### config.mk
export PLATFORM = sky130hd
export DESIGN_NAME = der_tlv_stream_parser
export DESIGN_NICKNAME = d
export VERILOG_FILES = /design/src/design/dtp_pkg.sv /design/src/design/dtp_stack_mem.sv /design/src/design/der_tlv_stream_parser.sv
export SDC_FILE = /design/constraint.sdc
export NUM_CORES = 2
export LEC_CHECK = 0
export BUFFER_PORTS_ARGS = -buffer_cell sky130_fd_sc_hd__buf_2
export CAP_MARGIN = 40
export CORE_MARGIN = 2
export CORE_UTILIZATION = 43
export CTS_CLUSTER_SIZE = 16
export DETAILED_ROUTE_END_ITERATION = 10
export HOLD_SLACK_MARGIN = 0.02
export PLACE_DENSITY_LB_ADDON = 0.05
export SLEW_MARGIN = 20
export SYNTH_ARGS = -nofsm -noshare
export SYNTH_HDL_FRONTEND = slang
export SYNTH_SLANG_ARGS = --single-unit
### constraint.sdc
create_clock -name clk_i -period 13.1 [get_ports clk_i]
set_input_delay 1.31 -clock clk_i [delete_from_list [all_inputs] [get_ports clk_i]]
set_output_delay 1.31 -clock clk_i [all_outputs]
set_load 0.005 [all_outputs]
### src/design/dtp_pkg.sv
`default_nettype none

package dtp_pkg;

  localparam int MaxDepth = 8;
  localparam int AddrW    = $clog2(MaxDepth);
  localparam int DepthW   = 4;
  localparam int PosW     = 32;
  localparam int MaxLenBytes = 8;
  localparam int MaxIntBytes = 8;
  localparam int QueueDepth  = 3;

  localparam logic [7:0] TagSequence = 8'h30;
  localparam logic [7:0] TagSet      = 8'h31;
  localparam logic [7:0] TagBoolean  = 8'h01;
  localparam logic [7:0] TagInteger  = 8'h02;
  localparam logic [7:0] TagBitStr   = 8'h03;
  localparam logic [7:0] TagOctStr   = 8'h04;
  localparam logic [7:0] TagNull     = 8'h05;
  localparam logic [7:0] TagOid      = 8'h06;
  localparam logic [7:0] TagUtf8     = 8'h0c;
  localparam logic [7:0] TagPrint    = 8'h13;
  localparam logic [7:0] TagUtcTime  = 8'h17;
  localparam logic [7:0] OidSplit    = 8'd40;

  localparam logic [2:0] ERR_NONE     = 3'd0;
  localparam logic [2:0] ERR_LENGTH   = 3'd1;
  localparam logic [2:0] ERR_CHILD    = 3'd2;
  localparam logic [2:0] ERR_TAG      = 3'd3;
  localparam logic [2:0] ERR_OID      = 3'd4;
  localparam logic [2:0] ERR_INT_LONG = 3'd5;
  localparam logic [2:0] ERR_DEPTH    = 3'd6;
  localparam logic [2:0] ERR_BITS     = 3'd7;

  localparam logic CfgIdxSeq = 1'b0;
  localparam logic CfgIdxSet = 1'b1;

  typedef enum logic [2:0] {
    PH_TAG, PH_LEN, PH_LENX, PH_BYTES, PH_NUM, PH_OID, PH_BITS
  } phase_e;

  typedef enum logic [2:0] {
    EV_OPEN, EV_BYTE, EV_VALUE, EV_CLOSE, EV_ERROR
  } event_e;

  typedef enum logic [1:0] {
    ST_IDLE, ST_EXEC, ST_CWAIT, ST_DRAIN
  } ctl_e;

  typedef struct packed {
    logic [7:0] data_byte;
    logic       frame_start;
  } in_word_t;

  typedef struct packed {
    event_e      event_kind;
    logic [7:0]  elem_tag;
    logic [31:0] elem_length;
    logic [3:0]  nest_depth;
    logic [63:0] payload;
    logic [2:0]  error_kind;
    logic        last_of_run;
  } out_word_t;

  typedef struct packed {
    logic [PosW-1:0] end_pos;
    logic [7:0]      tag;
  } stk_t;

  typedef struct packed {
    logic             we;
    logic [AddrW-1:0] addr;
    stk_t             data;
  } stk_wr_t;

  typedef struct packed {
    logic             re;
    logic [AddrW-1:0] addr;
  } stk_rd_t;

  function automatic logic tag_known(logic [7:0] t);
    logic k;
    k = t[7];
    case (t)
      TagBoolean, TagInteger, TagBitStr, TagOctStr, TagNull, TagOid,
      TagUtf8, TagPrint, TagUtcTime, TagSequence, TagSet: k = 1'b1;
      default: ;
    endcase
    return k;
  endfunction

  // Quotient of a byte by forty: at most six, so a row of compares.
  function automatic logic [2:0] oid_quot(logic [7:0] b);
    logic [2:0] q;
    q = 3'd0;
    for (int k = 1; k <= 6; k++) begin
      if ({2'b00, b} >= 10'(k * 40)) q = 3'(k);
    end
    return q;
  endfunction

  function automatic out_word_t mk_event(event_e kind, logic [7:0] tag, logic [31:0] len,
                                         logic [3:0] depth, logic [63:0] pay,
                                         logic [2:0] err);
    out_word_t w;
    w.event_kind  = kind;
    w.elem_tag    = tag;
    w.elem_length = len;
    w.nest_depth  = depth;
    w.payload     = pay;
    w.error_kind  = err;
    w.last_of_run = 1'b0;
    return w;
  endfunction

endpackage

`default_nettype wire

### src/design/dtp_stack_mem.sv
`default_nettype none

module dtp_stack_mem import dtp_pkg::*; (
  input  wire logic    clk_i,
  input  wire stk_wr_t wr_i,
  input  wire stk_rd_t rd_i,
  output stk_t         rdata_o
);

  stk_t mem_q [MaxDepth];
  stk_t rdata_q;

  always_ff @(posedge clk_i) begin
    if (wr_i.we) begin
      mem_q[wr_i.addr] <= wr_i.data;
    end
  end

  always_ff @(posedge clk_i) begin
    if (rd_i.re) begin
      rdata_q <= mem_q[rd_i.addr];
    end
  end

  assign rdata_o = rdata_q;

endmodule

`default_nettype wire

### src/design/der_tlv_stream_parser.sv
`default_nettype none
// DER TLV stream parser.
// The input channel carries one word per stream byte together with a frame
// start flag; a word with frame start set clears the parser and its error
// latch before its byte is decoded. The output channel carries event words:
// element open, content byte, decoded value, element close and error.
// The last event word caused by an input byte has last_of_run set.
// An input word passes through the accept step, which reads the top of
// the nesting stack memory, a decode step, and a drain step that hands
// the events to the output register. Each close beyond the first one
// caused by the same byte adds a close check step with one stack memory
// read. A byte that causes no event passes through the same steps.
// The output register sits between the event queue and the receiver, so
// when the receiver stalls the queue holds up to three words and the input
// is stalled until the queue has drained. Bytes arriving while an error is
// latched are taken without leaving the idle state and give no events.
// Reset clears the parser state and sets the registers to parse SEQUENCE
// content and to treat SET content as bytes. Configuration is written over
// the APB port, register 0 at address 0 and register 1 at address 4.

module der_tlv_stream_parser import dtp_pkg::*; (
  input  wire logic        clk_i,
  input  wire logic        rst_ni,
  input  wire logic        in_valid_i,
  output logic             in_stall_o,
  input  wire in_word_t    in_data_i,
  output logic             out_valid_o,
  input  wire logic        out_stall_i,
  output out_word_t        out_data_o,
  input  wire logic        psel,
  input  wire logic        penable,
  input  wire logic        pwrite,
  input  wire logic [2:0]  paddr,
  input  wire logic [31:0] pwdata,
  output logic [31:0]      prdata,
  output logic             pready
);

  // Configuration registers.
  logic dseq_q, dset_q;

  // Control and parser state.
  ctl_e         st_q, st_d;
  phase_e       phase_q, phase_d;
  logic [7:0]   tag_q, tag_d;
  logic [31:0]  lacc_q, lacc_d;
  logic [3:0]   lbl_q, lbl_d;
  logic [3:0]   lvl_q, lvl_d;
  logic [31:0]  pos_q, pos_d;
  logic [63:0]  vacc_q, vacc_d;
  logic [3:0]   vcnt_q, vcnt_d;
  logic         oidp_q, oidp_d;
  logic         err_q, err_d;
  logic [7:0]   byte_q, byte_d;

  // Event queue ahead of the output register.
  out_word_t    evq_q [QueueDepth];
  out_word_t    evq_d [QueueDepth];
  logic [1:0]   qn_q, qn_d;
  logic         qdone_q, qdone_d;

  out_word_t    out_q;
  logic         out_valid_q;
  logic         out_free, pop;

  stk_wr_t      wr;
  stk_rd_t      rd;
  stk_t         rdata;

  dtp_stack_mem u_stack (
    .clk_i   (clk_i),
    .wr_i    (wr),
    .rd_i    (rd),
    .rdata_o (rdata)
  );

  assign pready = 1'b1;
  assign prdata = paddr[2] ? {31'd0, dset_q} : {31'd0, dseq_q};

  always_ff @(posedge clk_i or negedge rst_ni) begin
    if (!rst_ni) begin
      dseq_q <= 1'b1;
      dset_q <= 1'b0;
    end else if (psel && penable && pwrite && pready) begin
      if (paddr[2] == CfgIdxSeq) dseq_q <= pwdata[0];
      if (paddr[2] == CfgIdxSet) dset_q <= pwdata[0];
    end
  end

  assign in_stall_o = (st_q != ST_IDLE);
  assign out_free   = !out_valid_q || !out_stall_i;
  assign pop        = out_free && (qn_q != 2'd0) && ((qn_q > 2'd1) || qdone_q);

  always_comb begin
    logic        first;
    logic        lvl0;
    logic        er;
    logic [2:0]  ek;
    logic        do_open;
    logic        push;
    logic        cmore;
    logic        last;
    logic        container;
    logic [31:0] len;
    logic [31:0] room;
    logic [31:0] la_sh;
    logic [63:0] va_n;
    logic [2:0]  quot;
    logic [1:0]  ne;
    logic [1:0]  qn_w;
    logic [3:0]  lv_eff;
    out_word_t   ev [QueueDepth];

    st_d    = st_q;
    phase_d = phase_q;
    tag_d   = tag_q;
    lacc_d  = lacc_q;
    lbl_d   = lbl_q;
    lvl_d   = lvl_q;
    pos_d   = pos_q;
    vacc_d  = vacc_q;
    vcnt_d  = vcnt_q;
    oidp_d  = oidp_q;
    err_d   = err_q;
    byte_d  = byte_q;
    qdone_d = qdone_q;
    wr      = '0;
    rd      = '0;
    first   = 1'b0;
    lvl0    = 1'b0;
    er      = 1'b0;
    ek      = ERR_NONE;
    do_open = 1'b0;
    push    = 1'b0;
    cmore   = 1'b0;
    last    = 1'b0;
    container = 1'b0;
    len     = '0;
    room    = '0;
    la_sh   = '0;
    va_n    = '0;
    quot    = '0;
    ne      = 2'd0;
    lv_eff  = lvl_q;
    for (int i = 0; i < QueueDepth; i++) ev[i] = '0;

    // Hand the head of the queue to the output register.
    evq_d = evq_q;
    qn_w  = qn_q;
    if (pop) begin
      evq_d[0] = evq_q[1];
      evq_d[1] = evq_q[2];
      qn_w     = qn_q - 2'd1;
    end
    qn_d = qn_w;

    unique case (st_q)
      ST_IDLE: begin
        if (in_valid_i) begin
          byte_d  = in_data_i.data_byte;
          qdone_d = 1'b0;
          first   = err_q;
          if (in_data_i.frame_start) begin
            phase_d = PH_TAG;
            tag_d   = '0;
            lacc_d  = '0;
            lbl_d   = '0;
            lvl_d   = '0;
            pos_d   = '0;
            vacc_d  = '0;
            vcnt_d  = '0;
            oidp_d  = 1'b0;
            err_d   = 1'b0;
            first   = 1'b0;
            lv_eff  = '0;
          end
          if (!first) begin
            rd.re   = (lv_eff != 4'd0);
            rd.addr = AddrW'(lv_eff - 4'd1);
            st_d    = ST_EXEC;
          end
        end
      end

      ST_EXEC: begin
        pos_d = pos_q + 32'd1;
        case (phase_q)
          PH_TAG: begin
            tag_d = byte_q;
            if (!tag_known(byte_q)) begin
              er = 1'b1;
              ek = ERR_TAG;
            end else begin
              phase_d = PH_LEN;
            end
          end
          PH_LEN: begin
            if (!byte_q[7]) begin
              len     = {24'd0, byte_q};
              do_open = 1'b1;
            end else if (byte_q[3:0] > 4'(MaxLenBytes)) begin
              er = 1'b1;
              ek = ERR_LENGTH;
            end else if (byte_q[3:0] == 4'd0) begin
              len     = '0;
              do_open = 1'b1;
            end else begin
              lacc_d  = '0;
              lbl_d   = byte_q[3:0];
              phase_d = PH_LENX;
            end
          end
          PH_LENX: begin
            if (lacc_q[31:24] != 8'd0) begin
              er = 1'b1;
              ek = ERR_LENGTH;
            end else begin
              la_sh = {lacc_q[23:0], byte_q};
              lbl_d = lbl_q - 4'd1;
              if (lbl_q == 4'd1) begin
                len     = la_sh;
                do_open = 1'b1;
              end else begin
                lacc_d = la_sh;
              end
            end
          end
          default: begin
            lacc_d = lacc_q - 32'd1;
            last   = (lacc_q == 32'd1);
            case (phase_q)
              PH_NUM: begin
                va_n   = {vacc_q[55:0], byte_q};
                vacc_d = va_n;
                if (vcnt_q != 4'd15) vcnt_d = vcnt_q + 4'd1;
                if (last) begin
                  ev[ne] = mk_event(EV_VALUE, tag_q, '0, lvl_q, va_n, ERR_NONE);
                  ne = ne + 2'd1;
                end
              end
              PH_BITS: begin
                if (vcnt_q == 4'd0) begin
                  ev[ne] = mk_event(EV_VALUE, tag_q, '0, lvl_q, {56'd0, byte_q}, ERR_NONE);
                  vcnt_d = 4'd1;
                end else begin
                  ev[ne] = mk_event(EV_BYTE, tag_q, '0, lvl_q, {56'd0, byte_q}, ERR_NONE);
                end
                ne = ne + 2'd1;
              end
              PH_OID: begin
                if (oidp_q) begin
                  quot   = oid_quot(byte_q);
                  ev[0]  = mk_event(EV_VALUE, tag_q, '0, lvl_q, {61'd0, quot}, ERR_NONE);
                  ev[1]  = mk_event(EV_VALUE, tag_q, '0, lvl_q,
                                    {56'd0, byte_q - 8'(quot * OidSplit)}, ERR_NONE);
                  ne     = 2'd2;
                  oidp_d = 1'b0;
                end else begin
                  va_n = (vacc_q << 7) + {57'd0, byte_q[6:0]};
                  vacc_d = va_n;
                  if (byte_q[7]) begin
                    if (last) begin
                      er = 1'b1;
                      ek = ERR_OID;
                    end
                  end else begin
                    ev[ne] = mk_event(EV_VALUE, tag_q, '0, lvl_q, va_n, ERR_NONE);
                    ne     = ne + 2'd1;
                    vacc_d = '0;
                  end
                end
              end
              default: begin
                ev[ne] = mk_event(EV_BYTE, tag_q, '0, lvl_q, {56'd0, byte_q}, ERR_NONE);
                ne = ne + 2'd1;
              end
            endcase
            if (last) phase_d = PH_TAG;
          end
        endcase

        // Element header complete: check against the parent and open it.
        if (do_open) begin
          lacc_d    = len;
          room      = rdata.end_pos - pos_d;
          container = tag_d[7] || (tag_d == TagSequence && dseq_q) ||
                      (tag_d == TagSet && dset_q);
          if (lvl_q != 4'd0 && len > room) begin
            er = 1'b1;
            ek = ERR_CHILD;
          end else if (container) begin
            if (lvl_q >= 4'(MaxDepth)) begin
              er = 1'b1;
              ek = ERR_DEPTH;
            end else begin
              ev[ne]  = mk_event(EV_OPEN, tag_d, len, lvl_q, '0, ERR_NONE);
              ne      = ne + 2'd1;
              push    = 1'b1;
              lvl_d   = lvl_q + 4'd1;
              phase_d = PH_TAG;
            end
          end else begin
            vacc_d = '0;
            vcnt_d = '0;
            if (tag_d == TagBoolean || tag_d == TagInteger) begin
              if (len > 32'(MaxIntBytes)) begin
                er = 1'b1;
                ek = ERR_INT_LONG;
              end else begin
                ev[ne] = mk_event(EV_OPEN, tag_d, len, lvl_q, '0, ERR_NONE);
                ne = ne + 2'd1;
                if (len == 32'd0) begin
                  ev[ne]  = mk_event(EV_VALUE, tag_d, '0, lvl_q, '0, ERR_NONE);
                  ne      = ne + 2'd1;
                  phase_d = PH_TAG;
                end else begin
                  phase_d = PH_NUM;
                end
              end
            end else if (tag_d == TagBitStr) begin
              if (len == 32'd0) begin
                er = 1'b1;
                ek = ERR_BITS;
              end else begin
                ev[ne]  = mk_event(EV_OPEN, tag_d, len, lvl_q, '0, ERR_NONE);
                ne      = ne + 2'd1;
                phase_d = PH_BITS;
              end
            end else if (tag_d == TagOid) begin
              if (len == 32'd0) begin
                er = 1'b1;
                ek = ERR_OID;
              end else begin
                ev[ne]  = mk_event(EV_OPEN, tag_d, len, lvl_q, '0, ERR_NONE);
                ne      = ne + 2'd1;
                oidp_d  = 1'b1;
                phase_d = PH_OID;
              end
            end else begin
              ev[ne]  = mk_event(EV_OPEN, tag_d, len, lvl_q, '0, ERR_NONE);
              ne      = ne + 2'd1;
              phase_d = (len != 32'd0) ? PH_BYTES : PH_TAG;
            end
          end
        end

        wr.we        = push;
        wr.addr      = lvl_q[AddrW-1:0];
        wr.data      = '{end_pos: pos_d + len, tag: tag_d};

        // A header that runs into the parent end is an error; after a
        // finished element the innermost container may close.
        if (!er) begin
          if (phase_d == PH_LEN || phase_d == PH_LENX) begin
            if (lvl_q != 4'd0 && rdata.end_pos == pos_d) begin
              er = 1'b1;
              ek = ERR_CHILD;
            end
          end else if (phase_d == PH_TAG) begin
            if (push) begin
              lvl0 = (len == 32'd0);
              if (lvl0) begin
                ev[ne] = mk_event(EV_CLOSE, tag_d, '0, lvl_q, '0, ERR_NONE);
                ne     = ne + 2'd1;
                lvl_d  = lvl_q;
                cmore  = (lvl_q != 4'd0);
              end
            end else if (lvl_q != 4'd0 && rdata.end_pos == pos_d) begin
              ev[ne] = mk_event(EV_CLOSE, rdata.tag, '0, lvl_q - 4'd1, '0, ERR_NONE);
              ne     = ne + 2'd1;
              lvl_d  = lvl_q - 4'd1;
              cmore  = (lvl_q != 4'd1);
            end
          end
        end
        if (er) begin
          ev[ne] = mk_event(EV_ERROR, tag_d, '0, lvl_q, '0, ek);
          ne     = ne + 2'd1;
          cmore  = 1'b0;
        end
        err_d = er;

        evq_d = ev;
        qn_d  = ne;
        if (cmore) begin
          rd.re   = 1'b1;
          rd.addr = AddrW'(lvl_d - 4'd1);
          st_d    = ST_CWAIT;
        end else begin
          qdone_d = 1'b1;
          st_d    = ST_DRAIN;
        end
      end

      ST_CWAIT: begin
        if (qn_w != 2'(QueueDepth)) begin
          if (rdata.end_pos == pos_q) begin
            evq_d[qn_w] = mk_event(EV_CLOSE, rdata.tag, '0, lvl_q - 4'd1, '0, ERR_NONE);
            qn_d        = qn_w + 2'd1;
            lvl_d       = lvl_q - 4'd1;
            if (lvl_q != 4'd1) begin
              rd.re   = 1'b1;
              rd.addr = AddrW'(lvl_q - 4'd2);
            end else begin
              qdone_d = 1'b1;
              st_d    = ST_DRAIN;
            end
          end else begin
            qdone_d = 1'b1;
            st_d    = ST_DRAIN;
          end
        end
      end

      ST_DRAIN: begin
        if (qn_w == 2'd0) st_d = ST_IDLE;
      end

      default: st_d = ST_IDLE;
    endcase
  end

  always_ff @(posedge clk_i or negedge rst_ni) begin
    if (!rst_ni) begin
      st_q    <= ST_IDLE;
      phase_q <= PH_TAG;
      tag_q   <= '0;
      lacc_q  <= '0;
      lbl_q   <= '0;
      lvl_q   <= '0;
      pos_q   <= '0;
      vacc_q  <= '0;
      vcnt_q  <= '0;
      oidp_q  <= 1'b0;
      err_q   <= 1'b0;
      qn_q    <= '0;
      qdone_q <= 1'b0;
      out_valid_q <= 1'b0;
    end else begin
      st_q    <= st_d;
      phase_q <= phase_d;
      tag_q   <= tag_d;
      lacc_q  <= lacc_d;
      lbl_q   <= lbl_d;
      lvl_q   <= lvl_d;
      pos_q   <= pos_d;
      vacc_q  <= vacc_d;
      vcnt_q  <= vcnt_d;
      oidp_q  <= oidp_d;
      err_q   <= err_d;
      qn_q    <= qn_d;
      qdone_q <= qdone_d;
      if (pop) begin
        out_valid_q <= 1'b1;
      end else if (!out_stall_i) begin
        out_valid_q <= 1'b0;
      end
    end
  end

  always_ff @(posedge clk_i) begin
    byte_q <= byte_d;
    evq_q  <= evq_d;
    if (pop) begin
      out_q             <= evq_q[0];
      out_q.last_of_run <= (qn_q == 2'd1) && qdone_q;
    end
  end

  assign out_valid_o = out_valid_q;
  assign out_data_o  = out_q;

  a_accept_queue_empty: assert property (@(posedge clk_i) disable iff (!rst_ni)
    (in_valid_i && !in_stall_o) |-> (qn_q == 2'd0))
    else $error("input accepted while events are queued");

  a_push_has_room: assert property (@(posedge clk_i) disable iff (!rst_ni)
    wr.we |-> (lvl_q < 4'(MaxDepth)))
    else $error("stack push beyond maximum depth");

  a_exec_follows_accept: assert property (@(posedge clk_i) disable iff (!rst_ni)
    (st_q == ST_EXEC) |-> $past(in_valid_i && !in_stall_o))
    else $error("decode cycle without an accepted byte");

  a_cwait_nonzero_level: assert property (@(posedge clk_i) disable iff (!rst_ni)
    (st_q == ST_CWAIT) |-> (lvl_q != 4'd0))
    else $error("close check with an empty stack");

endmodule

`default_nettype wire
# == Word level (Yosys, flattened, before mapping) ==
# Memories as Yosys holds them, arrays and structs flattened. A register that Yosys moved wholly into a read port is not among the register bits.
# Cells that the tools add are included.
# word_totals
mem_count,1
ff_bits,629
mem_bits_rw,320
inputBits,51
mem_bits_ro,0
out_inout_bits,150
latchBits,0
# mem_list
memory,words,width,rd,rd_ports_with_merged_regs,write_ports,line_no,text
u_stack.mem_q,8,40,1,1,1,dtp_stack_mem.sv:10,stk_t mem_q [MaxDepth];
# op_classes
mux,285
n_lt_le_gt_ge,21
n_addsub,19
eq_ne,55
n_mul,1
shifts,0
reduce_logical,51
bitwise_logic,6
div,0
# ops
operator,count
two-way mux 345 bit,21
bitwise mux 345 bit,6
demux 115 bit (select 2 bit),5
two-way mux 230 bit,3
one-hot mux 345 bit (2 select lines),1
two-way mux 114 bit,6
two-way mux 115 bit,5
two-way mux 64 bit,8
two-way mux 32 bit,11
one-hot mux 114 bit (3 select lines),1
one-hot mux 64 bit (2 select lines),2
one-hot mux 32 bit (2 select lines),3
two-way mux 3 bit,46
two-way mux 4 bit,34
one-hot mux 32 bit (3 select lines),1
two-way mux 1 bit,75
two-way mux 2 bit,33
adder 64 x 7 -> 64 bit,1
== test 32 bit,2
two-way mux 44 bit,1
"adder 32 x 1 -> 32 bit, second input constant",1
adder 32 bit,1
"== test 32 x 1 -> 1 bit, second input constant",1
"== test 8 x 2 -> 1 bit, second input constant",4
70 further kinds,166

# == Longest topological paths before layout ==
# depth
depth_word,36
mapped_depth,43
mapped_depth_nobuf,39

# == Modules after synthesis ==
# From an unflattened synthesis, not the netlist that was laid out.
# hier_totals
cells_unflattened,4284
area_unflattened_um2,48340.1
# by_module_without_submodules
mod,instances,seq_area_each_um2,cells_per_inst,area_per_inst_um2
der_tlv_stream_parser,1,15536.2,3769,34768.3
dtp_stack_mem,1,10810.4,515,13571.8

# == Worst setup path before layout ==
# OpenSTA, ideal clock, no wires.
# synth_timing
path_type,register to register
startpoint,reg st_q[1]
endpoint,reg evq_q[100] in the netlist's numbering (enable)
stages_incl_launch_ff,7
t_arrival_ps,9239
setup_time_ps,745
slack_ps,3117
required_ps,12355
path_cell_list,dfrtp_1 -> inv_1 -> ha_1 -> clkbuf_1 -> inv_2 -> clkbuf_1 -> o21ai_0
# synth_between
elab_chain_len,3
# synth_rtl
element,line_no,text
"start, declared",der_tlv_stream_parser.sv:43,"ctl_e st_q, st_d;"
"start signal, assigned",der_tlv_stream_parser.sv:440,st_q <= st_d;
== test 2 bit or == test 2 x 1 -> 1 bit (tied branches),der_tlv_stream_parser.sv:157,unique case (st_q)
inequality test 2 bit (no source line) or nonzero test 2 bit (tied branches),-,
AND reduction 3 bit (no source line) (*),-,
"end signal, assigned",der_tlv_stream_parser.sv:463,evq_q <= evq_d;
"end, declared",der_tlv_stream_parser.sv:57,out_word_t evq_q [QueueDepth];
# Mark *: on every way between the ends. The rest lies on a longest branch, timed or not.
# A chain may end at the register's enable or synchronous reset.

# == Final worst setup path ==
# layout_timing
startpoint,reg pos_q[1]
endpoint,"reg, netlist name u_stack.rdata_o[7]"
# layout_between
elab_chain_len,16
# layout_rtl
element,line_no,text
"start, declared",der_tlv_stream_parser.sv:49,"logic [31:0] pos_q, pos_d;"
"start signal, assigned",der_tlv_stream_parser.sv:446,pos_q <= pos_d;
branches (longest 15 deep; another with adder 32 x 1 -> 32 bit),-,
one-hot mux 4 bit (3 select lines) (*),der_tlv_stream_parser.sv:157,
# Mark *: on every way between the ends. The select of a mux whose other input is x is not followed.

==> impl_metrics.py <==
metrics = {
    "outcome": {
        "status": "completed",
    },
    "detailed_routing": {
        "vias": 36700,
        "avgRoutedWirePerCell_um": 23.6,
        "first_iter_violations": 3306,
        "ant_nets": 0,
        "drc": 0,
        "vias_per_cell": 5.83,
        "wl_um": 148000,
        "dr.pass1.iters": 7,
    },
    "layout": {
        "final_cell_mix": "651 x nand2_1, 597 x edfxtp_1, 292 x o21ai_0",
        "drive_above_1_share_pct": 10.7,
        "final_common_cell": "nand2_1",
        "area_growth_pct": 12.2,
        "n_fill_cell": 10500,
        "layout.nets": 4884,
    },
    "synthesis": {
        "synth_edf_count": 597,
        "seq_area_frac_synth_pct": 54.0,
        "netlist_area_um2": 48800,
        "synthSimpleGateAreaFrac_pct": 12.5,
        "synth_area_per_cell_um2": 10.5,
        "synth_mux_area_share_pct": 4.61,
        "synth-seq-cells": 979,
        "netlist_instances": 4662,
        "synth_xor_area_share_pct": 2.55,
        "synth_top_family_by_area": "compound AO/OA/AOI/OAI gates",
        "ys_types": 101,
        "ys_async_sr_fraction_pct": 15.7,
        "synth_compound_area_share_pct": 18.0,
        "synth-adder-area-share_pct": 3.61,
        "ys.flop_type": "edfxtp_1",
        "synth_warnings": 0,
    },
    "timing": {
        "slew_headroom_pct": 24.2,
        "clock_skew_ps": 33.0,
        "fmax_ghz": 0.0846,
        "worstMarginPinSlew_ps": 1140,
        "layout_setup_ws_ps": 1290,
        "finalWorstPathRequiredPeriod_ps": 11810,
        "holdWs_ps": 413,
        "final.setup.tns_ps": 0,
        "rsz0062_at_grt": "no",
        "slew_violations": 0,
        "final-hold-violation-count": 0,
        "post-route-period-util_pct": 90.2,
        "setup_violations": 0,
    },
    "clock_network": {
        "cts_num_sinks": 979,
        "cts_hold_buf": 0,
        "path_clk_slew_ps": 60,
        "cts_setup_buffers": 0,
        "clockBufferDepth": 3,
        "ctsHtreeMaxLevel": 3,
        "insertion_delay_ps": 710,
        "cts_inserted_buffers": 107,
        "root_buffer": "clkbuf_16",
        "cts_resized": 0,
        "cts_tree": "built",
    },
    "power": {
        "leakage_nw": 20.7,
        "total_power_w": 0.0113,
        "peakVddDrop_mv": 0.181,
        "cellPowerDensity_nw_per_um2": 206,
    },
    "setup_path": {
        "critPathTopFamily": "compound AO/OA/AOI/OAI gates",
        "critical_path_arrival_ps": 12210,
        "crit_fanout": 30,
        "max_stage_delay_ps": 760,
        "worstPathRequired_ps": 13500,
        "cp_slowest_cell": "nor4_1",
        "cp-start-kind": "register",
        "critical_path_class": "reg2reg",
        "cp-end-kind": "register",
        "reg2reg_to": "u_stack.rdata_o[7]",
        "r2r-start": "pos_q[1]",
        "r2r_cells": 42,
        "cp.buffers_inverters": 6,
        "crit_path_frequent_cell": "ha_1",
        "reg2reg_slack_ps": 1290,
    },
    "floorplanning": {
        "die_area_um2": 116000,
        "dieHeight_um": 341,
        "core_region_area_um2": 112000,
        "initial_utilization_pct": 43.4,
        "die_x_um": 341,
        "ios": 201,
        "fp-row-count": 123,
    },
    "global_route": {
        "grt_pass1_wl_um": 225000,
        "grt_max_degree": 167,
        "grt_pass1_vias": 34800,
        "gr-total-overflow": 0,
        "grtUsageTotal_pct": 25.0,
        "antenna_found_initial": 2,
    },
    "hold_path": {
        "holdCritStartpoint": "evq_q[294]",
        "min_to": "out_data_o[64]",
        "min_path_type": "reg2reg",
        "hold_depth": 0,
    },
    "placement": {
        "dp_hpwl_um": 96500,
        "portBuffers": 135,
        "gp_congestion": 0.918,
        "dp_slack_ps": 1480,
    },
    "job": {
        "cap_violations": 0,
    },
}
worst register-to-register path: cells and delay by family (launching register included):
family / cells / cell delay (ps)
compound gates: 18 / 4140
simple gates: 11 / 3800
buf+inv: 6 / 1210
xor+xnor: 2 / 580
fa+ha+maj: 4 / 1220
mux: 1 / 150
flops: 1 / 420
Yosys cell counts (all sizes together), types with 61 or more instances:
master	n	area, µm²
and2	124	776
nor2	194	731
dfxtp	228	4560
nand3	81	410
nor3	61	317
buf	85	533
inv	199	747
nand2	653	2450
a21oi	231	1160
a21o	72	541
dfrtp	153	3830
clkbuf	266	998
o21ai	302	1510
mux2i	213	2140
xor2	79	692
a22oi	141	1060
ha	136	1700
xnor2	63	552
o22ai	184	1150
o32ai	82	718
edfxtp	597	17900
how the worst max path moves through the flow:
stage | depth (start not counted) | end | start | slack (ps)
after floorplan | 6 | evq_q[100] | st_q[1] | 3120
after global placement | 40 | u_stack.rdata_o[7] | pos_q[0] | 1280
after detailed placement | 41 | u_stack.rdata_o[4] | pos_q[1] | 1480
after CTS | 42 | u_stack.rdata_o[4] | pos_q[0] | 1420
after global routing | 42 | u_stack.rdata_o[3] | pos_q[1] | 440
final | 42 | u_stack.rdata_o[7] | pos_q[1] | 1290
state kept, by name, summed over array words and instances (netlist names), 2 cells and up:
name             flops
out_data_o         115
vacc_q              57
u_stack.mem_q      320
qn_q                 2
lacc_q              32
vcnt_q               4
lbl_q                4
st_q                 2
phase_q              3
evq_q              342
u_stack.rdata_o     40
pos_q               32
lvl_q                4
tag_q                8
byte_q               8
final cells by class:
type	instances	area [µm²]	share of cell area (%)
multi-input combinational	3158	20500	37.5
sequential	979	26300	48.1
inverter	204	773	1.41
clock inverter	64	619	1.13
antenna	2	5.00	0.00914
clock buffer	137	2860	5.22
tap	1500	1880	3.43
timing repair buffer	244	1760	3.21
through the flow:
stage	cell area, µm²	instances	util, %
2_1_floorplan	48900	4692	-
6_report	54800	6288	48.7
3_5_place_dp	51200	6081	45.5
5_1_grt	54800	6286	48.7
4_1_cts	54700	6282	48.6
3_3_place_gp	50900	6059	45.2
report_power, final:
| part | switching [W] | internal (W) | total, W |
|---|---|---|---|
| Combinational | 0.00262 | 0.00127 | 0.00390 |
| Clock | 0.00127 | 0.00172 | 0.00300 |
| Sequential | 0.000397 | 0.00398 | 0.00438 |
cell families after synthesis:
family,after synthesis
AND/OR/NAND/NOR,1320
multiplexers,223
AO/OA/AOI/OAI,1302
buffers and inverters,555
other,2
XOR/XNOR,142
flip-flops,979
adder cells (fa/ha/maj),139
metal layers:
metal | vias up | share of wire, % | GRT usage, %
met1 | 18000 | 46 | 36.0
met4 | 2 | 2.8 | 7.22
met2 | 1168 | 46 | 39.7
met3 | 229 | 5.2 | 2.80
met5 | - | 0.011 | 0
li1 | 17300 | - | -
No activity file was read; power rests on OpenSTA's default activity.
